<file path="config.mk">
export PLATFORM = sky130hd
export DESIGN_NAME = timecode_quarter_frame_counter
export DESIGN_NICKNAME = d
export VERILOG_FILES = /design/src/rtl/tcq_pkg.sv /design/src/rtl/timecode_quarter_frame_counter.sv /design/src/rtl/tcq_div.sv /design/src/rtl/tcq_fields.sv
export SDC_FILE = /design/constraint.sdc
export NUM_CORES = 1
export LEC_CHECK = 0
export BUFFER_PORTS_ARGS = -buffer_cell sky130_fd_sc_hd__buf_4
export CORE_ASPECT_RATIO = 1.1
export CORE_MARGIN = 2
export CORE_UTILIZATION = 50
export DETAILED_ROUTE_END_ITERATION = 16
export GPL_TIMING_DRIVEN = 0
export PLACE_DENSITY_LB_ADDON = 0.15
export SLEW_MARGIN = 0
export SYNTH_ARGS = -nofsm -noshare
export SYNTH_HDL_FRONTEND = slang
export SYNTH_SLANG_ARGS = --single-unit
</file>
<file path="constraint.sdc">
create_clock -name clk -period 9.13 [get_ports clk]
set_clock_uncertainty 0.15 [all_clocks]
set_input_delay 0.913 -clock clk [delete_from_list [all_inputs] [get_ports clk]]
set_output_delay 0.913 -clock clk [all_outputs]
set_load 0.01 [all_outputs]
</file>
<file path="src/rtl/tcq_pkg.sv">
// Shared types, constants and helpers for the timecode quarter-frame counter.
// No dependencies; included by every rtl module through a wildcard import.
package tcq_pkg;

	// Serial divider widths: 37-bit dividend, divisor and remainder below 2^20
	localparam int DVD_W  = 37;
	localparam int REM_W  = 20;
	localparam int CNT_W  = 6;
	localparam int FPS_W  = 5;
	localparam int TIME_W = 37;

	// Frame rate mode codes; every other code selects 30 fps
	localparam logic [1:0] MODE_24FPS = 2'd0;
	localparam logic [1:0] MODE_25FPS = 2'd1;

	// Request to the bit-serial divider; dividend is left-aligned to nbits
	typedef struct packed {
		logic             start;
		logic [CNT_W-1:0] nbits;
		logic [DVD_W-1:0] dividend;
		logic [REM_W-1:0] divisor;
	} div_req_t;

	// Divider response; quot and rem are valid while done is high
	typedef struct packed {
		logic             done;
		logic [DVD_W-1:0] quot;
		logic [REM_W-1:0] rem;
	} div_rsp_t;

	// Update strobes for the timecode field registers
	typedef struct packed {
		logic tick;
		logic set_sec;
		logic set_hm;
		logic set_frm;
	} fld_ctl_t;

	// Frames per second for a mode code
	function automatic logic [FPS_W-1:0] fps_of(input logic [1:0] mode);
		logic [FPS_W-1:0] fps;
		case (mode)
			MODE_24FPS: fps = 5'd24;
			MODE_25FPS: fps = 5'd25;
			default:    fps = 5'd30;
		endcase
		return fps;
	endfunction

endpackage

</file>
<file path="src/rtl/timecode_quarter_frame_counter.sv">
// Top level of the timecode quarter-frame counter: handshake, sequencer,
// load and readout datapath. Depends on tcq_pkg, tcq_div and tcq_fields.
//
// Holds hours:minutes:seconds:frames.subframes at 24, 25 or 30 fps (mode
// register, codes 2 and 3 both 30). Each input transfer either advances the
// code by a quarter frame or loads it from a microsecond time (clamped to one
// day, truncated), and yields one result with the fields and the time in
// microseconds, fractional frame truncated. All divisions go through one
// restoring divider that retires a quotient bit per clock. A load
// runs divides of 37, 17, 11, 25 and 12 bits and then the 25-bit
// readout divide by the frame rate, while a tick runs only the
// readout divide. One item is in work at a time;
// the next is taken once the result is in the output register, which holds
// it until the receiver transfers it. Write the mode only while idle.
module timecode_quarter_frame_counter (
	input  logic        clk,
	input  logic        arst_n,
	input  logic        cfg_we,
	input  logic [1:0]  cfg_wdata,
	input  logic        in_valid,
	output logic        in_stall,
	input  logic        req_type,
	input  logic [36:0] load_time_us,
	output logic        out_valid,
	input  logic        out_stall,
	output logic [4:0]  hours,
	output logic [5:0]  minutes,
	output logic [5:0]  seconds,
	output logic [4:0]  frames,
	output logic [6:0]  subframes,
	output logic [36:0] time_us
);
	import tcq_pkg::*;

	localparam logic REQ_LOAD = 1'b1;

	// Sequencer states
	localparam logic [3:0] S_IDLE     = 4'd0;
	localparam logic [3:0] S_LD_SEC   = 4'd1;
	localparam logic [3:0] S_LD_MIN   = 4'd2;
	localparam logic [3:0] S_LD_HR    = 4'd3;
	localparam logic [3:0] S_LD_MUL   = 4'd4;
	localparam logic [3:0] S_LD_FRAC  = 4'd5;
	localparam logic [3:0] S_LD_FRM   = 4'd6;
	localparam logic [3:0] S_RD_PACK  = 4'd7;
	localparam logic [3:0] S_RD_SCALE = 4'd8;
	localparam logic [3:0] S_RD_GO    = 4'd9;
	localparam logic [3:0] S_RD_DIV   = 4'd10;
	localparam logic [3:0] S_OUT_WAIT = 4'd11;

	// Operand widths of the individual divides
	localparam int Q_W   = 17;
	localparam int MIN_W = 11;
	localparam int X_W   = 25;
	localparam int SCL_W = 12;
	localparam int NUM_W = 25;

	localparam logic [TIME_W-1:0] MAX_TIME_US = 37'd86399999999;
	localparam logic [REM_W-1:0]  US_PER_SEC  = 20'd1000000;
	localparam logic [REM_W-1:0]  DIV_SIXTY   = 20'd60;
	localparam logic [REM_W-1:0]  DIV_FRAC    = 20'd10000;
	localparam logic [REM_W-1:0]  DIV_HUND    = 20'd100;

	logic [3:0]        state_q;
	logic [3:0]        state_d;
	logic [1:0]        mode_q;
	logic [FPS_W-1:0]  fps;
	logic              accept;
	logic              out_free;
	logic [TIME_W-1:0] t_clamp;

	div_req_t div_req;
	div_rsp_t div_rsp;
	fld_ctl_t fld_ctl;

	logic [REM_W-1:0]  u_q;
	logic [X_W-1:0]    x_q;
	logic [16:0]       secs_q;
	logic [11:0]       hund_q;
	logic [NUM_W-1:0]  num_q;
	logic [TIME_W-1:0] whole_q;
	logic [TIME_W-1:0] time_q;

	logic [4:0]  fld_hours;
	logic [5:0]  fld_minutes;
	logic [5:0]  fld_seconds;
	logic [4:0]  fld_frames;
	logic [6:0]  fld_subframes;
	logic [16:0] fld_secs;
	logic [11:0] fld_hund;

	assign fps      = fps_of(mode_q);
	assign in_stall = (state_q != S_IDLE);
	assign accept   = in_valid && !in_stall;
	assign out_free = !out_valid || !out_stall;
	assign t_clamp  = (load_time_us > MAX_TIME_US) ? MAX_TIME_US : load_time_us;

	tcq_div u_div (
		.clk    (clk),
		.arst_n (arst_n),
		.req    (div_req),
		.rsp    (div_rsp)
	);

	tcq_fields u_fields (
		.clk       (clk),
		.arst_n    (arst_n),
		.fps       (fps),
		.ctl       (fld_ctl),
		.rsp       (div_rsp),
		.hours     (fld_hours),
		.minutes   (fld_minutes),
		.seconds   (fld_seconds),
		.frames    (fld_frames),
		.subframes (fld_subframes),
		.secs      (fld_secs),
		.hund      (fld_hund)
	);

	// Sequencer: next state, divider requests, field strobes
	always_comb begin
		state_d = state_q;
		div_req = '0;
		fld_ctl = '0;
		case (state_q)
			S_IDLE: begin
				if (accept) begin
					if (req_type == REQ_LOAD) begin
						div_req.start    = 1'b1;
						div_req.nbits    = CNT_W'(DVD_W);
						div_req.dividend = t_clamp;
						div_req.divisor  = US_PER_SEC;
						state_d          = S_LD_SEC;
					end else begin
						fld_ctl.tick = 1'b1;
						state_d      = S_RD_PACK;
					end
				end
			end
			// whole seconds of the day into minutes and seconds
			S_LD_SEC: begin
				if (div_rsp.done) begin
					div_req.start    = 1'b1;
					div_req.nbits    = CNT_W'(Q_W);
					div_req.dividend = {div_rsp.quot[Q_W-1:0], {(DVD_W-Q_W){1'b0}}};
					div_req.divisor  = DIV_SIXTY;
					state_d          = S_LD_MIN;
				end
			end
			// minutes of the day into hours and minutes
			S_LD_MIN: begin
				if (div_rsp.done) begin
					fld_ctl.set_sec  = 1'b1;
					div_req.start    = 1'b1;
					div_req.nbits    = CNT_W'(MIN_W);
					div_req.dividend = {div_rsp.quot[MIN_W-1:0], {(DVD_W-MIN_W){1'b0}}};
					div_req.divisor  = DIV_SIXTY;
					state_d          = S_LD_HR;
				end
			end
			S_LD_HR: begin
				if (div_rsp.done) begin
					fld_ctl.set_hm = 1'b1;
					state_d        = S_LD_MUL;
				end
			end
			// hundredths of frames: u * fps / 10000
			S_LD_MUL: begin
				div_req.start    = 1'b1;
				div_req.nbits    = CNT_W'(X_W);
				div_req.dividend = {x_q, {(DVD_W-X_W){1'b0}}};
				div_req.divisor  = DIV_FRAC;
				state_d          = S_LD_FRAC;
			end
			S_LD_FRAC: begin
				if (div_rsp.done) begin
					div_req.start    = 1'b1;
					div_req.nbits    = CNT_W'(SCL_W);
					div_req.dividend = {div_rsp.quot[SCL_W-1:0], {(DVD_W-SCL_W){1'b0}}};
					div_req.divisor  = DIV_HUND;
					state_d          = S_LD_FRM;
				end
			end
			S_LD_FRM: begin
				if (div_rsp.done) begin
					fld_ctl.set_frm = 1'b1;
					state_d         = S_RD_PACK;
				end
			end
			S_RD_PACK: begin
				state_d = S_RD_SCALE;
			end
			S_RD_SCALE: begin
				state_d = S_RD_GO;
			end
			// fractional microseconds: hundredths * 10000 / fps
			S_RD_GO: begin
				div_req.start    = 1'b1;
				div_req.nbits    = CNT_W'(NUM_W);
				div_req.dividend = {num_q, {(DVD_W-NUM_W){1'b0}}};
				div_req.divisor  = {{(REM_W-FPS_W){1'b0}}, fps};
				state_d          = S_RD_DIV;
			end
			S_RD_DIV: begin
				if (div_rsp.done) begin
					state_d = S_OUT_WAIT;
				end
			end
			S_OUT_WAIT: begin
				if (out_free) begin
					state_d = S_IDLE;
				end
			end
			default: begin
				state_d = S_IDLE;
			end
		endcase
	end

	// Control registers
	always_ff @(posedge clk or negedge arst_n) begin
		if (!arst_n) begin
			state_q   <= S_IDLE;
			mode_q    <= MODE_24FPS;
			out_valid <= 1'b0;
		end else begin
			state_q <= state_d;
			if (cfg_we) begin
				mode_q <= cfg_wdata;
			end
			if (state_q == S_OUT_WAIT && out_free) begin
				out_valid <= 1'b1;
			end else if (!out_stall) begin
				out_valid <= 1'b0;
			end
		end
	end

	// Load and readout datapath
	always_ff @(posedge clk) begin
		if (state_q == S_LD_SEC && div_rsp.done) begin
			u_q <= div_rsp.rem;
		end
		if (state_q == S_LD_HR && div_rsp.done) begin
			x_q <= {{(X_W-REM_W){1'b0}}, u_q} * {{(X_W-FPS_W){1'b0}}, fps};
		end
		if (state_q == S_RD_PACK) begin
			secs_q <= fld_secs;
			hund_q <= fld_hund;
		end
		if (state_q == S_RD_SCALE) begin
			num_q   <= {{(NUM_W-12){1'b0}}, hund_q} * 25'd10000;
			whole_q <= {{(TIME_W-17){1'b0}}, secs_q} * 37'd1000000;
		end
		if (state_q == S_RD_DIV && div_rsp.done) begin
			time_q <= whole_q + div_rsp.quot;
		end
	end

	// Output register, loaded once the previous result has been transferred
	always_ff @(posedge clk) begin
		if (state_q == S_OUT_WAIT && out_free) begin
			hours     <= fld_hours;
			minutes   <= fld_minutes;
			seconds   <= fld_seconds;
			frames    <= fld_frames;
			subframes <= fld_subframes;
			time_us   <= time_q;
		end
	end

`ifndef SYNTH
	// Divider completes only while the sequencer waits on it
	a_done_in_wait: assert property (@(posedge clk) disable iff (!arst_n)
		div_rsp.done |-> (state_q == S_LD_SEC || state_q == S_LD_MIN ||
			state_q == S_LD_HR || state_q == S_LD_FRAC || state_q == S_LD_FRM ||
			state_q == S_RD_DIV))
		else $error("divider done outside a divide state");

	// An accepted item blocks the input on the next cycle
	a_busy_after_accept: assert property (@(posedge clk) disable iff (!arst_n)
		accept |=> in_stall)
		else $error("input not stalled after a transfer");

	// A waiting result is never overwritten
	a_hold_result: assert property (@(posedge clk) disable iff (!arst_n)
		(state_q == S_OUT_WAIT && out_valid && out_stall) |=> (state_q == S_OUT_WAIT))
		else $error("result register overwritten while stalled");

	// Hours, minutes, seconds and subframes are in range whenever the block is idle
	a_fields_range: assert property (@(posedge clk) disable iff (!arst_n)
		(state_q == S_IDLE) |-> (fld_hours < 5'd24 && fld_minutes < 6'd60 &&
			fld_seconds < 6'd60 && fld_subframes < 7'd100))
		else $error("timecode field out of range");
`endif

endmodule

</file>
<file path="src/rtl/tcq_div.sv">
// Restoring divider, one quotient bit per clock, shared by load and readout.
// Depends on tcq_pkg for the request and response structs.
module tcq_div (
	input  logic              clk,
	input  logic              arst_n,
	input  tcq_pkg::div_req_t req,
	output tcq_pkg::div_rsp_t rsp
);
	import tcq_pkg::*;

	logic [DVD_W-1:0] dvd_q;
	logic [REM_W-1:0] rem_q;
	logic [REM_W-1:0] dsr_q;
	logic [CNT_W-1:0] cnt_q;
	logic             done_q;
	logic [REM_W:0]   trial;
	logic [REM_W:0]   diff;
	logic             ge;

	// One restoring step: bring down the next dividend bit, trial subtract
	assign trial = {rem_q, dvd_q[DVD_W-1]};
	assign diff  = trial - {1'b0, dsr_q};
	assign ge    = (trial >= {1'b0, dsr_q});

	// Bit counter and done pulse
	always_ff @(posedge clk or negedge arst_n) begin
		if (!arst_n) begin
			cnt_q  <= '0;
			done_q <= 1'b0;
		end else begin
			done_q <= 1'b0;
			if (req.start) begin
				cnt_q <= req.nbits;
			end else if (cnt_q != '0) begin
				cnt_q <= cnt_q - 1'b1;
				if (cnt_q == CNT_W'(1)) begin
					done_q <= 1'b1;
				end
			end
		end
	end

	// Dividend shifts out the top, quotient bits shift in at the bottom
	always_ff @(posedge clk) begin
		if (req.start) begin
			dvd_q <= req.dividend;
			rem_q <= '0;
			dsr_q <= req.divisor;
		end else if (cnt_q != '0) begin
			rem_q <= ge ? diff[REM_W-1:0] : trial[REM_W-1:0];
			dvd_q <= {dvd_q[DVD_W-2:0], ge};
		end
	end

	assign rsp.done = done_q;
	assign rsp.quot = dvd_q;
	assign rsp.rem  = rem_q;

endmodule

</file>
<file path="src/rtl/tcq_fields.sv">
// Timecode field registers: quarter-frame advance with carries, load from the
// divider, and packing of the fields for readout. Depends on tcq_pkg.
module tcq_fields (
	input  logic                      clk,
	input  logic                      arst_n,
	input  logic [tcq_pkg::FPS_W-1:0] fps,
	input  tcq_pkg::fld_ctl_t         ctl,
	input  tcq_pkg::div_rsp_t         rsp,
	output logic [4:0]                hours,
	output logic [5:0]                minutes,
	output logic [5:0]                seconds,
	output logic [4:0]                frames,
	output logic [6:0]                subframes,
	output logic [16:0]               secs,
	output logic [11:0]               hund
);
	import tcq_pkg::*;

	logic [4:0] hour_q;
	logic [5:0] min_q;
	logic [5:0] sec_q;
	logic [4:0] frame_q;
	logic [6:0] sub_q;

	logic [4:0] h_t;
	logic [5:0] m_t;
	logic [5:0] s_t;
	logic [4:0] f_t;
	logic [6:0] sf_t;

	// Quarter-frame advance: 25 subframes, carries tested with >=
	always_comb begin
		sf_t = sub_q + 7'd25;
		f_t  = frame_q;
		s_t  = sec_q;
		m_t  = min_q;
		h_t  = hour_q;
		if (sf_t >= 7'd100) begin
			f_t  = f_t + 5'd1;
			sf_t = sf_t - 7'd100;
		end
		if (f_t >= fps) begin
			s_t = s_t + 6'd1;
			f_t = '0;
		end
		if (s_t >= 6'd60) begin
			m_t = m_t + 6'd1;
			s_t = '0;
		end
		if (m_t >= 6'd60) begin
			h_t = h_t + 5'd1;
			m_t = '0;
		end
		if (h_t >= 5'd24) begin
			h_t = '0;
		end
	end

	// Field registers
	always_ff @(posedge clk or negedge arst_n) begin
		if (!arst_n) begin
			hour_q  <= '0;
			min_q   <= '0;
			sec_q   <= '0;
			frame_q <= '0;
			sub_q   <= '0;
		end else if (ctl.tick) begin
			hour_q  <= h_t;
			min_q   <= m_t;
			sec_q   <= s_t;
			frame_q <= f_t;
			sub_q   <= sf_t;
		end else begin
			if (ctl.set_sec) begin
				sec_q <= rsp.rem[5:0];
			end
			if (ctl.set_hm) begin
				hour_q <= rsp.quot[4:0];
				min_q  <= rsp.rem[5:0];
			end
			if (ctl.set_frm) begin
				frame_q <= rsp.quot[4:0];
				sub_q   <= rsp.rem[6:0];
			end
		end
	end

	// Whole seconds of the day and hundredths of frames within the second
	assign secs = {12'd0, hour_q} * 17'd3600 + {11'd0, min_q} * 17'd60 + {11'd0, sec_q};
	assign hund = {7'd0, frame_q} * 12'd100 + {5'd0, sub_q};

	assign hours     = hour_q;
	assign minutes   = min_q;
	assign seconds   = sec_q;
	assign frames    = frame_q;
	assign subframes = sub_q;

endmodule
</file>
==> impl_metrics.json, run 1 <==
{
  "status": "complete, but fails checks",
  "violations": "max-capacitance violations, max-slew violations",
  "synth_seq_cells": 339,
  "grtUsageMet2_pct": 40.4,
  "critical_path_required_ns": 9.29,
  "timing_max_transition_violations_final": 9,
  "synth-edff-count": 276,
  "rr_endpoint": "whole_q[34]",
  "clkTransAtPathRegs_ns": 0.06,
  "dpl_cell_area_sq_um": 27500,
  "postRouteAntennaNets": 0,
  "cts_sinks": 339,
  "worst-endpoint-arrival_ns": 6.53,
  "sequential_share_of_the_synthesized_area_pct": 38.2,
  "timing.hold.worst.class": "primary input to asynchronous set/reset pin",
  "worst_setup_path_start_kind": "flip-flop",
  "globalplace.congestion": 0.933,
  "die_h_um": 241,
  "grt.met3_usage_pct": 3.58,
  "layout-area-overhead-vs-synth_pct": 12.2,
  "drv.max_cap_violation_count": 1,
  "layout-drive-gt1-share_pct": 9.17,
  "timing_worst_slew_pin_value_ns": 1.55,
  "via_count_of_the_first_global_routing_pass": 17900,
  "finalWorstPathRequiredPeriod_ns": 6.37,
  "cts.root.buffer_cell": "clkbuf_16",
  "gr-usage-met1_pct": 32.8,
  "route.detailed.wl_per_inst_um": 19.8,
  "globalRoute.busiestLayer": "met2",
  "portBuffers": 112,
  "cts-resized-gates": 0,
  "worstSkewPairLatency_ns": 0.58,
  "syn-mean-instance-area_sq_um": 11.0,
  "detail_route.drc_violations": 0,
  "cts_buffer_depth": 3,
  "rrSetupSlack_ns": 2.76,
  "critical_path_class": "flip-flop to flip-flop",
  "utilization_pct": 57.0,
  "core_region_area_sq_um": 50400,
  "rsz0062_at_grt": "false",
  "ctsHoldBuffers": 0,
  "cp-end-kind": "flip-flop",
  "die_w_um": 220,
  "clock_tree_from_tritoncts": "built",
  "grt_overflow": 0,
  "vias_per_cell": 5.69,
  "final_design_instance_area_without_fill_sq_um": 28700,
  "postRouteWirelength_um": 63000,
  "synthesis.area_sq_um": 25600,
  "number_of_antenna_violations_at_the_first_check_in_global_routing": 0,
  "antenna_cells": 0,
  "num-nets-final": 3019,
  "postCtsSetupBuffers": 0,
  "clock_tree.htree_level_count": 2,
  "grt_first_pass_wirelength_um": 99100,
  "crit_path_max_fanout": 5,
  "hold_viol_final": 0,
  "slowest_stage": "fa_1",
  "finish_stage_setup_viols": 0,
  "postSynthNetCount": 2851,
  "ys_types": 79,
  "initial_core_util_pct": 50.8,
  "layout.cells.most_common": "ha_1",
  "yosys_most_used_dff": "edfxtp_1",
  "floorplan.die_area_sq_um": 53000,
  "slowest_delay_ns": 0.55,
  "detailed_place_hpwl_um": 50600,
  "drt-pass1-iter-count": 7,
  "worst_path_most_repeated_cell": "fa_1",
  "critical_path.reg2reg.startpoint": "secs_q[3]",
  "floorplan.io_pins": 113,
  "relSlewSlack_pct": -3.23,
  "layout_worst_path_cycle_share_pct": 69.7,
  "worstPathCellList": "inv_1 -> fa_1 -> fa_1 -> inv_1 -> fa_1 -> fa_1 -> ha_1 -> inv_1 -> fa_1 -> inv_1 -> ha_1 -> or3_1 -> a311oi_1 -> o31ai_1 -> o221a_2 -> o41a_1 -> a21o_1 -> nand2_1 -> a21oi_1 -> xor2_1",
  "ys_async_sr_fraction_pct": 12.7,
  "max_freq_ghz": 0.157,
  "synthCells": 2322,
  "grt_use_total_pct": 24.3,
  "dr.first_iter.drc_count": 1439,
  "synthesis.yosys.warnings": 0,
  "final_cell_mix": "ha_1 (329), edfxtp_1 (276), inv_1 (253)",
  "cts-buffers-inserted": 40,
  "std_cell_rows": 86,
  "num_vias": 18100,
  "worstRegToRegCells": 20,
  "grt_start_max_net_pins": 44
}
-- cell type report --
cell class	count	area, sq um
repair buffers	126	1020
fillers	4242	21600
inverters	253	950
clock buffers	45	1040
plain buffers	56	238
flip-flops and latches	339	9760
clock inverters	26	211
well taps	660	826
multi-input cells	1674	14700
-- cell usage after synthesis (all sizes together), types with 8 or more instances --
cell type | n | area share (%)
a211oi | 18 | 0.55
a21o | 40 | 1.2
a21oi | 115 | 2.2
a221o | 13 | 0.51
a222oi | 21 | 0.82
a22oi | 18 | 0.53
a31oi | 26 | 0.69
a41oi | 13 | 0.44
and2 | 48 | 1.2
and3 | 13 | 0.32
buf | 9 | 0.22
clkbuf | 47 | 0.69
dfrtp | 43 | 4.2
dfxtp | 20 | 1.6
edfxtp | 276 | 32
fa | 155 | 12
ha | 329 | 16
inv | 253 | 3.7
mux2i | 14 | 0.55
nand2 | 118 | 1.8
nand2b | 15 | 0.37
nand3 | 46 | 0.90
nand4 | 11 | 0.27
nor2 | 143 | 2.1
nor2b | 22 | 0.54
nor3 | 40 | 0.78
nor4 | 10 | 0.24
o211ai | 9 | 0.26
o21a | 22 | 0.65
o21ai | 123 | 2.4
o21bai | 29 | 0.85
o31ai | 8 | 0.23
or3 | 11 | 0.29
xnor2 | 111 | 3.8
xor2 | 39 | 1.3
-- metal layers --
layer	share of wire, %	wire (um)	up-vias
met2	47	29700	498
met4	3.3	2090	0
li1	-	-	8699
met3	5.7	3590	112
met5	0	0	-
met1	44	27600	8770
-- worst max-delay path, delay by kind of cell (launching register included) --
| kind | cells | cell delay (ns) |
|---|---|---|
| compound gates | 6 | 1.48 |
| xor+xnor | 1 | 0.14 |
| flops | 1 | 0.52 |
| buf+inv | 4 | 0.35 |
| fa+ha+maj | 7 | 2.99 |
| simple gates | 2 | 0.46 |
-- how the worst max path moves through the flow --
stage	from	to	slack, ns
floorplan	out_stall	frames[0]	2.62
CTS	secs_q[1]	whole_q[34]	2.77
finish	secs_q[3]	whole_q[34]	2.76
global placement	out_stall	time_us[0]	-0.12
global route	secs_q[2]	whole_q[34]	2.44
detailed placement	secs_q[1]	whole_q[34]	2.76
-- state kept, by name, summed over array words and instances, names as in the netlist, 7 cells and up --
register	count
time_q	37
time_us	37
u_div.dvd_q	37
whole_q	31
x_q	25
num_q	21
u_div.rem_q	20
u_q	20
secs_q	17
hund_q	12
u_div.dsr_q	10
subframes	7
u_fields.subframes	7
-- stage by stage --
stage | TNS (ns) | hold slack (ns) | setup slack [ns] | std cells
2_1_floorplan | 0 | 0.250 | 2.62 | 2322
3_3_place_gp | -5.95 | 0.251 | -0.117 | 3094
3_5_place_dp | 0 | 0.255 | 2.76 | 3108
4_1_cts | 0 | 0.209 | 2.77 | 3179
5_1_grt | 0 | 0.237 | 2.44 | 3179
6_report | 0 | 0.212 | 2.76 | 3179
-- cells by family after synthesis --
group	synth area share, %
compound gates	13.6
simple gates	9.63
fa+ha+maj	28.2
flops	38.2
buf+inv	4.63
xor+xnor	5.13
mux	0.679
Power of run 1 is not shown: default switching activity piles up to over one toggle a cycle in this logic, so the estimate is an artifact.
==> run 2, diff against run 1 <==
--- a/config.mk
+++ b/config.mk
@@ -5,6 +5,7 @@
 export SDC_FILE = /design/constraint.sdc
 export NUM_CORES = 1
 export LEC_CHECK = 0
+export ABC_AREA = 1
 export BUFFER_PORTS_ARGS = -buffer_cell sky130_fd_sc_hd__buf_4
 export CORE_ASPECT_RATIO = 1.1
 export CORE_MARGIN = 2
==> constraint.sdc (replaced) <==
create_clock -name clk -period 6.5 [get_ports clk]
set_clock_uncertainty 0.15 [all_clocks]
set_input_delay 0.65 -clock clk [delete_from_list [all_inputs] [get_ports clk]]
set_output_delay 0.65 -clock clk [all_outputs]
set_load 0.01 [all_outputs]
==> run 2 against run 1 <==
Compared with the run above: the flow now finishes without violations; sequential share of layout area is 0.18 points higher; via count up 1.7%; routed wire length fell by 1.4%; fmax rose by 6.1%; die area decreased by 0.23%; setup slack worse by 2.3 ns; clock-buffer cell count rose by 1; hold slack worse by 0.041 ns; cell count rose by 6.9%; global-route usage fell by 0.11 points; critical path type unchanged; highest routed layer unchanged.
==> impl_metrics.json, run 2 <==
{
  "drt-pass1-iter-count": 6,
  "relSlewSlack_pct": 20.3,
  "cts_sinks": 339,
  "cts-buffers-inserted": 37,
  "die_h_um": 241,
  "globalplace.congestion": 0.936,
  "layout.cells.most_common": "inv_1",
  "detailed_place_hpwl_um": 50200,
  "worstRegToRegCells": 18,
  "timing_worst_slew_pin_value_ns": 1.20,
  "cp-end-kind": "flip-flop",
  "vias_per_cell": 5.41,
  "synth_top_area_cell": "edfxtp_1",
  "max_freq_ghz": 0.167,
  "floorplan.die_area_sq_um": 52900,
  "floorplan.io_pins": 113,
  "grt_overflow": 0,
  "crit_path_max_fanout": 7,
  "ys_async_sr_fraction_pct": 12.7,
  "cts-resized-gates": 0,
  "initial_core_util_pct": 50.8,
  "sequential_share_of_the_synthesized_area_pct": 38.2,
  "std_cell_rows": 86,
  "ys_types": 52,
  "timing_max_transition_violations_final": 0,
  "cts.root.buffer_cell": "clkbuf_16",
  "postRouteWirelength_um": 62200,
  "dr.first_iter.drc_count": 1446,
  "rsz0062_at_grt": "false",
  "finalWorstPathRequiredPeriod_ns": 6.00,
  "core_region_area_sq_um": 50300,
  "layout-area-overhead-vs-synth_pct": 11.9,
  "synthesis.yosys.warnings": 0,
  "worst_setup_path_start_kind": "flip-flop",
  "clock_tree_from_tritoncts": "built",
  "largestRegisters": "time_q: 37 flops, time_us: 37 flops, u_div.dvd_q: 37 flops",
  "post_synth_top_cells": "inv_1 (411), nand2_1 (365), ha_1 (329)",
  "status": "complete, no violations",
  "hold_viol_final": 0,
  "grt_use_total_pct": 24.2,
  "critical_path_class": "flip-flop to flip-flop",
  "timing.setup.tns_ns": 0,
  "synth-edff-count": 276,
  "worstSkewPairLatency_ns": 0.57,
  "portBuffers": 111,
  "yosys_most_used_dff": "edfxtp_1",
  "postRouteAntennaNets": 0,
  "clkTransAtPathRegs_ns": 0.06,
  "layout-drive-gt1-share_pct": 8.32,
  "postSynthNetCount": 3082,
  "layout_worst_path_cycle_share_pct": 92.3,
  "via_count_of_the_first_global_routing_pass": 18300,
  "synth_seq_cells": 339,
  "num-nets-final": 3239,
  "clock_tree.htree_level_count": 2,
  "worst-endpoint-arrival_ns": 6.17,
  "yosysMostFrequentCell": "inv_1",
  "min_delay_path_depth": 3,
  "synthCells": 2553,
  "syn-mean-instance-area_sq_um": 10.0,
  "route.detailed.wl_per_inst_um": 18.3,
  "antenna_cells": 0,
  "number_of_antenna_violations_at_the_first_check_in_global_routing": 0,
  "final_cell_mix": "inv_1 (411), nand2_1 (365), ha_1 (329)",
  "cts_buffer_depth": 3,
  "synth_top_cells_by_area": "edfxtp_1 (32%), ha_1 (16%), fa_1 (12%)",
  "num_vias": 18400,
  "die_w_um": 219,
  "drv.max_cap_violation_count": 0,
  "grt_first_pass_wirelength_um": 98800,
  "finish_stage_setup_viols": 0,
  "timing.hold.worst.class": "primary input to flip-flop",
  "grt_start_max_net_pins": 44,
  "synthesis.area_sq_um": 25500,
  "critical_path_required_ns": 6.67,
  "yosys.area.top_type_share_pct": 32.5,
  "detail_route.drc_violations": 0
}
## run 2: per-stage QoR
step | area (sq um) | worst slack [ns] | hold slack (ns) | cells | util (%)
3_5_place_dp | 27300 | 0.434 | 0.255 | 3330 | 54.4
6_report | 28600 | 0.499 | 0.171 | 3399 | 56.9
5_1_grt | 28600 | 0.156 | 0.163 | 3399 | 56.9
3_3_place_gp | 27200 | 0.459 | 0.251 | 3324 | 54.1
4_1_cts | 28600 | 0.434 | 0.148 | 3399 | 56.9
2_1_floorplan | 25500 | 0.916 | 0.204 | 2553 | -
## run 2: layer usage
metal / vias to the layer above / share of wire, % / track usage (%)
met1: 8787 / 45 / 33.9
li1: 8962 / - / -
met4: 0 / 2.4 / 6.31
met5: - / 0 / 0
met3: 70 / 7.4 / 4.79
met2: 560 / 45 / 38.7
## run 2: critical path: stages (launching register included)
cell and delay, ns:
edfxtp_1 0.54, fa_1 0.61, fa_1 0.45, fa_1 0.58, fa_1 0.42, ha_1 0.29
inv_1 0.06, fa_1 0.50, inv_1 0.05, ha_1 0.34, a21oi_1 0.15, a21boi_0 0.28
o21ai_0 0.18, a21boi_1 0.26, o21bai_1 0.13, a21boi_0 0.31, o21ai_1 0.17, a21oi_1 0.19
xor2_1 0.09
## run 2: path summary, 6_finish.rpt
kind / end / slack [ns] / start
hold reg to reg: time_us[31] / 0.26 / time_q[31]
hold / removal: mode_q[1] / 0.17 / cfg_wdata[1]
setup / recovery: whole_q[34] / 0.50 / secs_q[0]
setup reg to reg: whole_q[34] / 0.50 / secs_q[0]
max in group asynchronous: u_fields.subframes[4] / 5.26 / arst_n
min in group asynchronous: out_valid / 0.50 / arst_n
## run 2: timing repair
action / 4_1_cts / 5_1_grt
hold buffers: 1 / 0
setup buffers: 0 / 0
endpoints found under the hold margin: 43 / 0
## run 2: cell type report
class / count / area (sq um)
Sequential cell: 339 / 9760
Tap cell: 660 / 826
Timing Repair Buffer: 118 / 933
Buffer: 31 / 119
Clock buffer: 46 / 980
Fill cell: 4379 / 21700
Inverter: 417 / 1570
Multi-Input combinational cell: 1766 / 14100
Clock inverter: 22 / 270
## run 2: kinds of logic (layout without fill, tap and decap cells)
| kind of cell | count (synthesis) | count (layout) | synth area share, % |
|---|---|---|---|
| AOI/OAI and AO/OA | 429 | 429 | 9.61 |
| xor gates and xnor gates | 160 | 160 | 5.49 |
| adders and majority gates | 484 | 484 | 28.3 |
| buffers and inverters | 448 | 634 | 6.60 |
| DFF | 339 | 339 | 38.2 |
| muxes | 1 | 1 | 0.0441 |
| and+or+nand+nor | 692 | 692 | 11.7 |
Power of run 2 is left out for the same reason.
